File: config.mk
export PLATFORM = sky130hd
export DESIGN_NAME = lcs_ram
export DESIGN_NICKNAME = d
export VERILOG_FILES = /design/src/rtl/longest_common_subsequence_defines.svh /design/src/rtl/lcs_ram.sv
export SDC_FILE = /design/constraint.sdc
export NUM_CORES = 1
export LEC_CHECK = 0
export BUFFER_PORTS_ARGS = -buffer_cell sky130_fd_sc_hd__buf_2
export CORE_MARGIN = 3
export CORE_UTILIZATION = 25
export DETAILED_ROUTE_END_ITERATION = 10
export PLACE_DENSITY = 0.5
export SYNTH_ARGS = -nofsm -noshare
export SYNTH_HDL_FRONTEND = slang
export SYNTH_SLANG_ARGS = --single-unit
File: constraint.sdc
create_clock -name aclk -period 2.5 [get_ports aclk]
set_clock_uncertainty 0.15 [all_clocks]
set_input_delay 0.125 -clock aclk [delete_from_list [all_inputs] [get_ports aclk]]
set_output_delay 0.125 -clock aclk [all_outputs]
set_load 0.01 [all_outputs]
File: src/rtl/longest_common_subsequence_defines.svh
// Assertion macros used by the longest common subsequence top module.
`ifndef LONGEST_COMMON_SUBSEQUENCE_DEFINES_SVH
`define LONGEST_COMMON_SUBSEQUENCE_DEFINES_SVH

// Same-cycle implication, checked outside reset.
`define LCS_ASSERT_IMPL(lbl, ante, cons, msg) \
    lbl: assert property (@(posedge aclk) disable iff (!aresetn) (ante) |-> (cons)) \
        else $error(msg);

// Next-cycle implication, checked outside reset.
`define LCS_ASSERT_NEXT(lbl, ante, cons, msg) \
    lbl: assert property (@(posedge aclk) disable iff (!aresetn) (ante) |=> (cons)) \
        else $error(msg);

`endif

File: src/rtl/lcs_ram.sv
// Generic single-write, single-read synchronous RAM with registered read data.
module lcs_ram #(
    parameter int WIDTH = 8,
    parameter int DEPTH = 64
) (
    input  logic                     aclk,
    input  logic                     we,
    input  logic [$clog2(DEPTH)-1:0] waddr,
    input  logic [WIDTH-1:0]         wdata,
    input  logic                     re,
    input  logic [$clog2(DEPTH)-1:0] raddr,
    output logic [WIDTH-1:0]         rdata
);

    logic [WIDTH-1:0] mem [DEPTH];
    logic [WIDTH-1:0] rdata_reg;

    always_ff @(posedge aclk) begin
        if (we) begin
            mem[waddr] <= wdata;
        end
        if (re) begin
            rdata_reg <= mem[raddr];
        end
    end

    assign rdata = rdata_reg;

endmodule

Word level (Yosys, flattened, before mapping). Memory sizes are Yosys's and may differ from the RTL's. A register that Yosys moved wholly into a read port is not among the register bits. Index checks and enable logic that the tools add are counted.

Mux-type cells: 2.

Operator list (number): two-way mux 1 bit (2).

Word-level logic and storage cells: 3. Bits in registers: 0. Input port bits: 23. Memories kept: 1. Memory bits (writable): 512. Output and inout bits: 8.

Memories: mem (depth 64, width 8, read ports 1, clocked after memory_dff 1, wr ports 1, RTL line lcs_ram.sv:15) `logic [WIDTH-1:0] mem [DEPTH];`.

Logic depth before layout (Yosys ltp). Gate-level depths: netlist of the first run.

Word-level depth: 2. Mapped depth: 9. Gate-level depth less buffers: 5.

Worst setup path after synthesis of the first run. Ideal clock, no wire load.

Kind: input to register. From: input raddr[1]. To: register rdata_reg[3], in the netlist rdata[3], read port of mem, data pin. Path buffers: 3. Slack: 0.419 ns. Stages: 7. Arrival time: 1.665 ns. Path through: buf_4 -> buf_2 -> buf_2 -> mux4_2 -> mux4_2 -> o21ai_1 -> o41ai_1.

RTL lines: start: declaration (RTL line lcs_ram.sv:11) `input logic [$clog2(DEPTH)-1:0] raddr,`; end: declaration (RTL line lcs_ram.sv:16) `logic [WIDTH-1:0] rdata_reg;`.

==> results of run 1 <==
synth_stat cells, types with 3 or more instances:
cell type    n
buf_6        4
nand3_1     13
o2111ai_1    3
a22oi_1      3
nand2b_1     7
buf_4       13
a21oi_1      3
mux4_2     126
clkbuf_1    17
edfxtp_1   520
o2bb2ai_1    3
nor2b_1     14
nand3b_1     3
buf_1        4
mux2i_1     23
a211oi_1     4
a221oi_1     6
o221ai_1     8
mux2_2      13
o22ai_1      8
nor3_1       7
nor2_1      83
buf_2       11
nand2_1     19
cell families after synthesis:
kind of cell           count (synthesis)
AO/OA/AOI/OAI                         54
buffers and inverters                 51
flip-flops                           520
multiplexers                         162
AND/OR/NAND/NOR                      153
area by class of cell:
type	instances	area [um^2]	share of cell area, %
flip-flops and latches	520	15600	63.6
multi-input cells	369	4320	17.6
repair buffers	187	1550	6.33
clock buffers	66	1400	5.69
well taps	1050	1310	5.35
clock inverters	32	337	1.37
diodes	2	5.00	0.0204
stage by stage:
| step | total power [mW] | std cells | worst slack (ns) |
|---|---|---|---|
| 6_report | 18.6 | 2226 | 0.189 |
| 5_1_grt | 19.2 | 2224 | 0.0698 |
| 4_1_cts | 18.8 | 2224 | 0.122 |
| 3_5_place_dp | 10.9 | 2117 | -0.208 |
| 3_3_place_gp | 10.9 | 2117 | -0.246 |
| 2_1_floorplan | 10.4 | 940 | 0.419 |
power by group through the flow:
stage / Combinational (mW) / Clock, mW / Sequential [mW]
detailed placement: 1.03 / 0 / 9.88
CTS: 1.04 / 8.10 / 9.69
global placement: 1.02 / 0 / 9.88
floorplan: 0.515 / 0 / 9.87
global route: 1.10 / 8.46 / 9.69
finish: 1.02 / 7.88 / 9.69
worst max-delay path by stage:
stage	startpoint	endpoint	slack, ns
global route	mem[29][4]$_DFFE_PP_	rdata[4]$_DFFE_PP_	0.07
finish	mem[29][4]$_DFFE_PP_	rdata[4]$_DFFE_PP_	0.19
global placement	raddr[0]	rdata[6]$_DFFE_PP_	-0.25
CTS	mem[29][4]$_DFFE_PP_	rdata[4]$_DFFE_PP_	0.12
detailed placement	raddr[0]	rdata[6]$_DFFE_PP_	-0.21
floorplan	raddr[1]	rdata[3]$_DFFE_PP_	0.42
per-layer routing:
layer | GRT usage, % | routed length [um] | vias to the layer above
li1 | - | - | 4328
met1 | 15.6 | 21600 | 5284
met4 | 3.58 | 1300 | 2
met3 | 2.66 | 2960 | 76
met2 | 18.9 | 24000 | 263
met5 | 0 | 12 | -
repair_timing:
item                                    in CTS  in global routing
endpoints found under the hold margin      144                  0
hold buffers                                 9                  0
endpoints found under the setup margin       1                  0
setup buffers                                0                  0
resized for setup                            1                  0
==> summary.txt, run 1 <==
Cells and area
  – Final instance area: 24500 um^2
  – Filler cell count: 7657
  – Layout area overhead: 21.2%
  – Final #Nets: 1154
  – Most frequent cells in the layout: 520 x edfxtp_1, 135 x buf_4, 126 x mux4_2
  – Max FFs per register: 512
  – Share of post-route cells with drive strength above 1: 33.6%
  – Core Util, Final: 30.8%
  – Commonest non-fill, non-tap cell in the layout: edfxtp_1

Route
  – Drt first-iter violations: 814
  – Vias: 9953
  – Total wire length: 49800 um
  – Pre-Repair DR Iteration Count: 4
  – Wire per inst: 22.4 um
  – Vias per cell: 4.47
  – # DRC: 0
  – Routed Antenna Nets: 0

Critical path
  – R2R setup slack: 0.19 ns
  – CP bufs+invs: 1
  – Family with the most delay on the worst path: multiplexers
  – Crit Path Class: flip-flop to flip-flop
  – Worst path depth: 6
  – FF-to-FF Start: mem[29][4]$_DFFE_PP_
  – Crit path cell chain: mux4_2, mux2_2, o221a_2, nor3_1, buf_4, o32ai_1
  – Worst setup SP type: flip-flop
  – Worst-path maximum fanout: 1
  – Critical Path Max Stage Delay: 0.48 ns
  – Critical path endpoint category: flip-flop
  – Reg2reg end: rdata[4]$_DFFE_PP_
  – Critical Path RT: 2.68 ns
  – Highest-delay cell along the critical path: mux4_2
  – Worst Path Arrival: 2.50 ns
  – Path depth of the worst reg2reg path: 6

Logic synthesis
  – Syn_nets: 963
  – Register area share after synthesis: 77.1%
  – Ys async rst share: 0%
  – Synth Area per Inst: 21.5 um^2
  – Warnings from Yosys: 0
  – Synth area leader: edfxtp_1
  – Main synth FF type: edfxtp_1
  – Synth Area in XOR/XNOR: 0%
  – Mapped cell area: 20200 um^2
  – Area contributors post-synth: edfxtp_1 77%, mux4_2 14%, nor2_1 1.5%
  – Count of different cell masters after synthesis: 39
  – Largest family of logic cells by synthesized area: multiplexers
  – Adder-Cell Fraction of Synth Area: 0%
  – Synth Area in Compound Gates: 2.06%
  – EDFF count, synth: 520
  – Synthesized instance count: 940
  – Mux cell area share after synthesis: 15.9%
  – Post-synthesis simple-gate area fraction: 3.37%
  – Number of synthesized register bits: 520
  – Share of the synthesized area in the top cell type: 77.1%

Clock network
  – H-tree Lvls: 2
  – CTS tree: yes
  – Clock Sinks: 520
  – Worst skew pair latency: 0.61 ns
  – Clk Tree Root Cell: clkbuf_16
  – Clock tree buffer depth: 3
  – CTS Buf Count: 53
  – Clock transition at path regs: 0.06 ns

Power
  – Gate power share: 5.5%
  – P_leak: 7.79 nW
  – Net Sw Power: 3.91 mW
  – PwrDens: 758 nW/um^2
  – Flop pwr share: 52.1%
  – Total internal power: 14.7 mW
  – Clock power share: 42.4%
  – Switching Fraction: 21.0%
  – Worst vdd ir: 0.463 mV

Min path
  – Hold path cells: 1
  – Hold Path End: mem[54][5]$_DFFE_PP_
  – Min-Delay Startpoint: wdata[5]
  – Hold Path Class: input port to flip-flop

Timing
  – Pins Over Slew Limit: 0
  – Min cycle time layout: 2.31 ns
  – Relative slew slack: 39.2%
  – Hold slack: 0.0237 ns
  – RSZ-0062 raised after global routing: false
  – Setup TNS: 0 ns
  – Final Hold Fails: 0
  – Period Utilization, post-route: 92.4%
  – Fmax: 0.433 GHz
  – Setup-failing EPs final: 0
  – Measured slew at the worst slew-check pin: 0.912 ns

Global routing
  – Vias in the first global route: 10433
  – Overall routing resource usage: 11.7%
  – Initial antenna violation count: 2
  – GRT overflow: 0
  – First-pass GRT wire length: 73000 um
  – Largest net degree at the start of global routing: 64

Run status
  – Status: finished clean

Flow run
  – Maximum capacitance violations: 0

Die
  – Die span in y: 291 um
  – Io pins: 31
  – Core Box Area: 79600 um^2
  – Row Count: 103
  – Die width: 291 um
  – Die Area: 84400 um^2
  – Initial Utilization: 25.4%

Placed design
  – Port bufs: 30
  – DP Wirelength: 32300 um
  – Gpl congestion: 0.762
  – Placed Area: 22700 um^2
No activity file was read; power rests on OpenSTA's default activity.
==> run 2: changes to the inputs <==
--- a/config.mk
+++ b/config.mk
@@ -6,7 +6,7 @@
 export NUM_CORES = 1
 export LEC_CHECK = 0
 export BUFFER_PORTS_ARGS = -buffer_cell sky130_fd_sc_hd__buf_2
-export CORE_MARGIN = 3
+export CORE_MARGIN = 5
 export CORE_UTILIZATION = 25
 export DETAILED_ROUTE_END_ITERATION = 10
 export PLACE_DENSITY = 0.5
==> summary.txt, run 2 (synthesis gave the netlist of run 1 again) <==
Run status
  – Status: finished clean

Global routing
  – First-pass GRT wire length: 73700 um (+0.94%)
  – Vias in the first global route: 10483 (+0.48%)
  – Met2 Resource Use GR: 18.1% (-0.83 points)
  – GRT overflow: 0 (unchanged)
  – Met1 Resource Use GR: 16.4% (+0.82 points)
  – M3 GR Usage: 2.31% (-0.35 points)
  – Largest net degree at the start of global routing: 39 (-39%)
  – Overall routing resource usage: 11.5% (-0.18 points)
  – Initial antenna violation count: 5 (+3)
  – GRT Max-Usage Layer: met2

Cells and area
  – Reg area: 15600 um^2 (unchanged)
  – Max FFs per register: 512 (unchanged)
  – Commonest non-fill, non-tap cell in the layout: edfxtp_1
  – Filler cell count: 7808 (+2.0%)
  – Most frequent cells in the layout: 520 x edfxtp_1, 132 x buf_4, 126 x mux4_2
  – Share of post-route cells with drive strength above 1: 33.5% (-0.14 points)
  – Layout area overhead: 21.3% (about the same)
  – Final instance area: 24600 um^2 (about the same)
  – Multi-input gate area: 4320 um^2 (-0.12%)
  – Final #Nets: 1156 (+0.17%)

Critical path
  – Worst-path maximum fanout: 1 (unchanged)
  – Critical Path RT: 2.68 ns (about the same)
  – Highest-delay cell along the critical path: mux4_2
  – Critical path endpoint category: flip-flop
  – Crit Path Class: flip-flop to flip-flop
  – Crit path cell chain: mux4_2, mux2_2, o221a_2, nor3_1, o32ai_1
  – Worst setup SP type: flip-flop
  – Worst Path Arrival: 2.50 ns (about the same)
  – Critical Path Max Stage Delay: 0.48 ns (about the same)
  – Family with the most delay on the worst path: multiplexers
  – CP bufs+invs: 0 (-1)

Flow run
  – Maximum capacitance violations: 0 (unchanged)

Die
  – Row Count: 104 (+0.97%)
  – Initial Utilization: 25.2% (-0.24 points)
  – Io pins: 31 (unchanged)
  – Die Area: 86800 um^2 (+2.8%)
  – Die width: 295 um (+1.4%)
  – Die span in y: 295 um (+1.4%)
  – Core Box Area: 80400 um^2 (+0.97%)

Timing
  – Period Utilization, post-route: 92.8% (+0.34 points)
  – Relative slew slack: 45.0% (+5.7 points)
  – Pins Over Slew Limit: 0 (unchanged)
  – Fmax: 0.431 GHz (-0.37%)
  – Setup-failing EPs final: 0 (unchanged)
  – Final Hold Fails: 0 (unchanged)
  – Setup TNS: 0 ns (unchanged)
  – RSZ-0062 raised after global routing: false
  – Min cycle time layout: 2.32 ns (+0.00860 ns)
  – Measured slew at the worst slew-check pin: 0.825 ns (-0.0861 ns)

Clock network
  – CTS tree: yes
  – CTS Buf Count: 53 (unchanged)
  – Clock Sinks: 520 (unchanged)
  – Clock tree buffer depth: 3 (unchanged)
  – H-tree Lvls: 2 (unchanged)
  – Clock transition at path regs: 0.06 ns (about the same)
  – Worst skew pair latency: 0.60 ns (about the same)
  – Post-CTS sizing: 0 (-1)
  – Clk Tree Root Cell: clkbuf_16

Route
  – Pre-Repair DR Iteration Count: 5 (+1)
  – Total wire length: 50100 um (+0.50%)
  – Routed Antenna Nets: 0 (unchanged)
  – Vias per cell: 4.46 (-0.27%)
  – Drt first-iter violations: 846 (+3.9%)
  – # DRC: 0 (unchanged)
  – Wire per inst: 22.4 um (about the same)
  – Vias: 9975 (+0.22%)

Power
  – P_leak: 7.79 nW (about the same)
  – PwrDens: 753 nW/um^2 (-0.66%)
  – Worst vdd ir: 0.465 mV (+0.39%)

Placed design
  – Port bufs: 30 (unchanged)
  – Placed Area: 22700 um^2 (about the same)
  – DP Wirelength: 33900 um (+4.8%)
  – Gpl congestion: 0.764 (+0.28%)

Min path
  – Hold Path Class: input port to flip-flop
[run 2: routing by layer]
metal | vias up | wire, um
li1 | 4331 | -
met1 | 5350 | 23300
met2 | 223 | 23500
met3 | 67 | 2290
met4 | 4 | 971
met5 | - | 27
[run 2: cell type report]
type	instances	area share [%]
Sequential cell	520	63.6
Multi-Input combinational cell	369	17.6
Timing Repair Buffer	189	6.44
Clock buffer	63	5.73
Tap cell	1060	5.40
Clock inverter	35	1.24
Antenna cell	1	0.0102
[run 2: power breakdown]
| part | total [mW] | leakage (nW) | switching (mW) | internal (mW) |
|---|---|---|---|---|
| clock network | 7.77 | 0.829 | 3.25 | 4.52 |
| registers | 9.69 | 4.69 | 0.0228 | 9.67 |
| logic | 1.02 | 2.28 | 0.591 | 0.427 |
[run 2: per-stage QoR]
step	hold slack, ns	instances	setup WS, ns	total power, mW	util (%)
global route	0.0383	2236	0.0553	19.1	30.5
floorplan	0.0739	940	0.419	10.4	-
detailed placement	0.359	2124	-0.188	10.9	28.2
finish	0.0189	2237	0.180	18.5	30.5
CTS	0.0106	2236	0.116	18.7	30.5
global placement	0.361	2124	-0.174	10.9	28.2
[run 2: path summary, 6_finish.rpt]
| check | startpoint | endpoint | slack (ns) | cells after the start |
|---|---|---|---|---|
| hold / removal | wdata[6] | mem[1][6]$_DFFE_PP_ | 0.02 | 1 |
| setup / recovery | mem[29][4]$_DFFE_PP_ | rdata[4]$_DFFE_PP_ | 0.18 | 5 |
| setup reg to reg | mem[29][4]$_DFFE_PP_ | rdata[4]$_DFFE_PP_ | 0.18 | 5 |
| hold reg to reg | mem[31][4]$_DFFE_PP_ | rdata[4]$_DFFE_PP_ | 0.77 | 3 |
[run 2: timing repair]
| action | CTS | global route |
|---|---|---|
| hold buffers | 14 | 0 |
| setup buffers | 0 | 0 |
| endpoints found under the hold margin | 237 | 0 |
==> run 3: changes to the inputs <==
==> constraint.sdc (replaced) <==
create_clock -name aclk -period 2.5 [get_ports aclk]
set_clock_uncertainty 0.15 [all_clocks]
set_input_delay 0.5 -clock aclk [delete_from_list [all_inputs] [get_ports aclk]]
set_output_delay 0.5 -clock aclk [all_outputs]
set_load 0.01 [all_outputs]
==> summary.txt, run 3 (synthesis gave the netlist of run 1 again) <==
Run status
  – Status: finished clean

Clock network
  – Clk Tree Root Cell: clkbuf_16
  – CTS Buf Count: 53 (unchanged)
  – Post-CTS setup buffers: 0 (unchanged)
  – Clock transition at path regs: 0.06 ns (about the same)
  – Hold_buf cts: 0 (-14)
  – Clock tree buffer depth: 3 (unchanged)
  – Worst skew pair latency: 0.60 ns (about the same)
  – H-tree Lvls: 2 (unchanged)
  – CTS tree: yes
  – Clock Sinks: 520 (unchanged)
  – Post-CTS sizing: 0 (unchanged)

Route
  – Drt first-iter violations: 981 (+16%)
  – Wire per inst: 22.7 um (+1.4%)
  – Uppermost routed layer: met5
  – # DRC: 0 (unchanged)
  – Routed wl met3: 3060 um (+34%)
  – Met2 WL: 23900 um (+1.8%)
  – Met1 WL: 22600 um (-3.2%)
  – Routed Antenna Nets: 0 (unchanged)
  – Vias per cell: 4.47 (+0.14%)
  – Pre-Repair DR Iteration Count: 5 (unchanged)
  – Vias: 10011 (+0.36%)
  – Total wire length: 50900 um (+1.6%)

Cells and area
  – Final #Nets: 1159 (+0.26%)
  – Filler cell count: 7847 (+0.50%)
  – Most frequent cells in the layout: 520 x edfxtp_1, 142 x buf_4, 126 x mux4_2
  – Share of post-route cells with drive strength above 1: 34.3% (+0.76 points)
  – Layout area overhead: 21.1%
  – Max FFs per register: 512 (unchanged)
  – Commonest non-fill, non-tap cell in the layout: edfxtp_1
  – Final instance area: 24500 um^2 (-0.15%)

Global routing
  – Overall routing resource usage: 11.6% (+0.14 points)
  – Largest net degree at the start of global routing: 65 (+67%)
  – First-pass GRT wire length: 74100 um (+0.54%)
  – Vias in the first global route: 10453 (-0.29%)
  – Initial antenna violation count: 6 (+1)
  – GRT overflow: 0 (unchanged)

Power
  – Tot Pwr: 18.1 mW (-2.1%)
  – Gate power share: 5.8% (+0.3 points)
  – Worst vdd ir: 0.437 mV (-6.1%)
  – Switching Fraction: 21.3% (+0.39 points)
  – P_leak: 7.80 nW (+0.14%)
  – Clock power share: 40.6% (-1.4 points)
  – PwrDens: 738 nW/um^2 (-2.0%)
  – Flop pwr share: 53.6% (+1.2 points)
  – Total internal power: 14.2 mW (-2.6%)
  – Net Sw Power: 3.85 mW (-0.26%)

Timing
  – Hold slack: 0.116 ns (+0.0974 ns)
  – Measured slew at the worst slew-check pin: 1.15 ns (+0.329 ns)
  – Final Hold Fails: 0 (unchanged)
  – Relative slew slack: 23.1% (-22 points)
  – Setup ws final: 0.0980 ns (-0.0822 ns)
  – Pins Over Slew Limit: 0 (unchanged)
  – RSZ-0062 raised after global routing: false
  – Period Utilization, post-route: 96.1% (+3.3 points)
  – Fmax: 0.416 GHz (-3.4%)
  – Min cycle time layout: 2.40 ns (+0.0822 ns)
  – Setup-failing EPs final: 0 (unchanged)

Die
  – Die width: 295 um (unchanged)
  – Initial Utilization: 25.2% (unchanged)
  – Core Box Area: 80400 um^2 (unchanged)
  – Io pins: 31 (unchanged)
  – Die Area: 86800 um^2 (unchanged)
  – Row Count: 104 (unchanged)
  – Die span in y: 295 um (unchanged)

Placed design
  – DP Wirelength: 32900 um (-2.9%)
  – Port bufs: 30 (unchanged)
  – Gpl congestion: 0.738 (-3.4%)
  – Placed Area: 22900 um^2 (+0.95%)
  – Pre-CTS setup slack: -0.484 ns (-0.296 ns)

Flow run
  – Maximum capacitance violations: 0 (unchanged)

Critical path
  – Critical path endpoint category: flip-flop
  – Critical Path RT: 2.68 ns (about the same)
  – Worst setup SP type: flip-flop
  – Worst-path maximum fanout: 1 (unchanged)
  – Worst Path Arrival: 2.58 ns (+0.08 ns)
  – Crit Path Class: flip-flop to flip-flop

Min path
  – Hold Path Class: input port to flip-flop
run 3: changes by cell type in the layout (fill, tap and decap cells not counted):
cell,previous run,this run
clkinv_2,11,12
clkinv_1,12,11
clkbuf_1,8,16
bufinv_16,5,1
diode_2,1,3
clkinvlp_4,5,1
inv_8,0,1
clkinv_4,1,0
buf_12,15,22
buf_4,132,142
dlygate4sd3_1,14,0
run 3: final timing paths:
path	from	end	slack (ns)	cells past startpoint
worst max-delay path	mem[29][6]$_DFFE_PP_	rdata[6]$_DFFE_PP_	0.1	5
worst min-delay path	re	rdata[6]$_DFFE_PP_	0.12	1
worst max register to register	mem[29][6]$_DFFE_PP_	rdata[6]$_DFFE_PP_	0.1	5
worst min register to register	mem[30][6]$_DFFE_PP_	rdata[6]$_DFFE_PP_	0.78	3
run 3: critical path, stage by stage (launching register included):
cell	delay, ns
edfxtp_1	0.37
mux4_2	0.47
mux2_2	0.30
o221a_2	0.28
nor3_1	0.41
o32ai_1	0.15
run 3: layer usage:
metal / track usage (%) / vias to the layer above
li1: - / 4341
met1: 16.1 / 5315
met3: 2.71 / 85
met4: 3.80 / 4
met5: 0 / -
met2: 18.3 / 266
run 3: per-stage QoR:
step                utilization (%)  instances  setup TNS [ns]
global placement               28.5       2141           -2.83
floorplan                         -        940               0
global route                   30.5       2239               0
CTS                            30.5       2239               0
detailed placement             28.5       2141           -2.87
finish                         30.5       2242               0
run 3: power by group through the flow:
stage / clock network, mW / logic [mW] / registers (mW)
final: 7.35 / 1.04 / 9.70
after global routing: 7.92 / 1.11 / 9.69
after CTS: 7.56 / 1.06 / 9.69
after detailed placement: 0 / 1.06 / 9.88
after global placement: 0 / 1.05 / 9.88
after floorplan: 0 / 0.515 / 9.87
run 3: final cells by class:
type	instances	area [um^2]	area share, %
multi-input cells	369	4320	17.6
clock buffers	71	1440	5.86
clock inverters	27	159	0.648
flip-flops and latches	520	15600	63.7
diodes	3	7.51	0.0306
well taps	1060	1330	5.41
repair buffers	192	1660	6.75
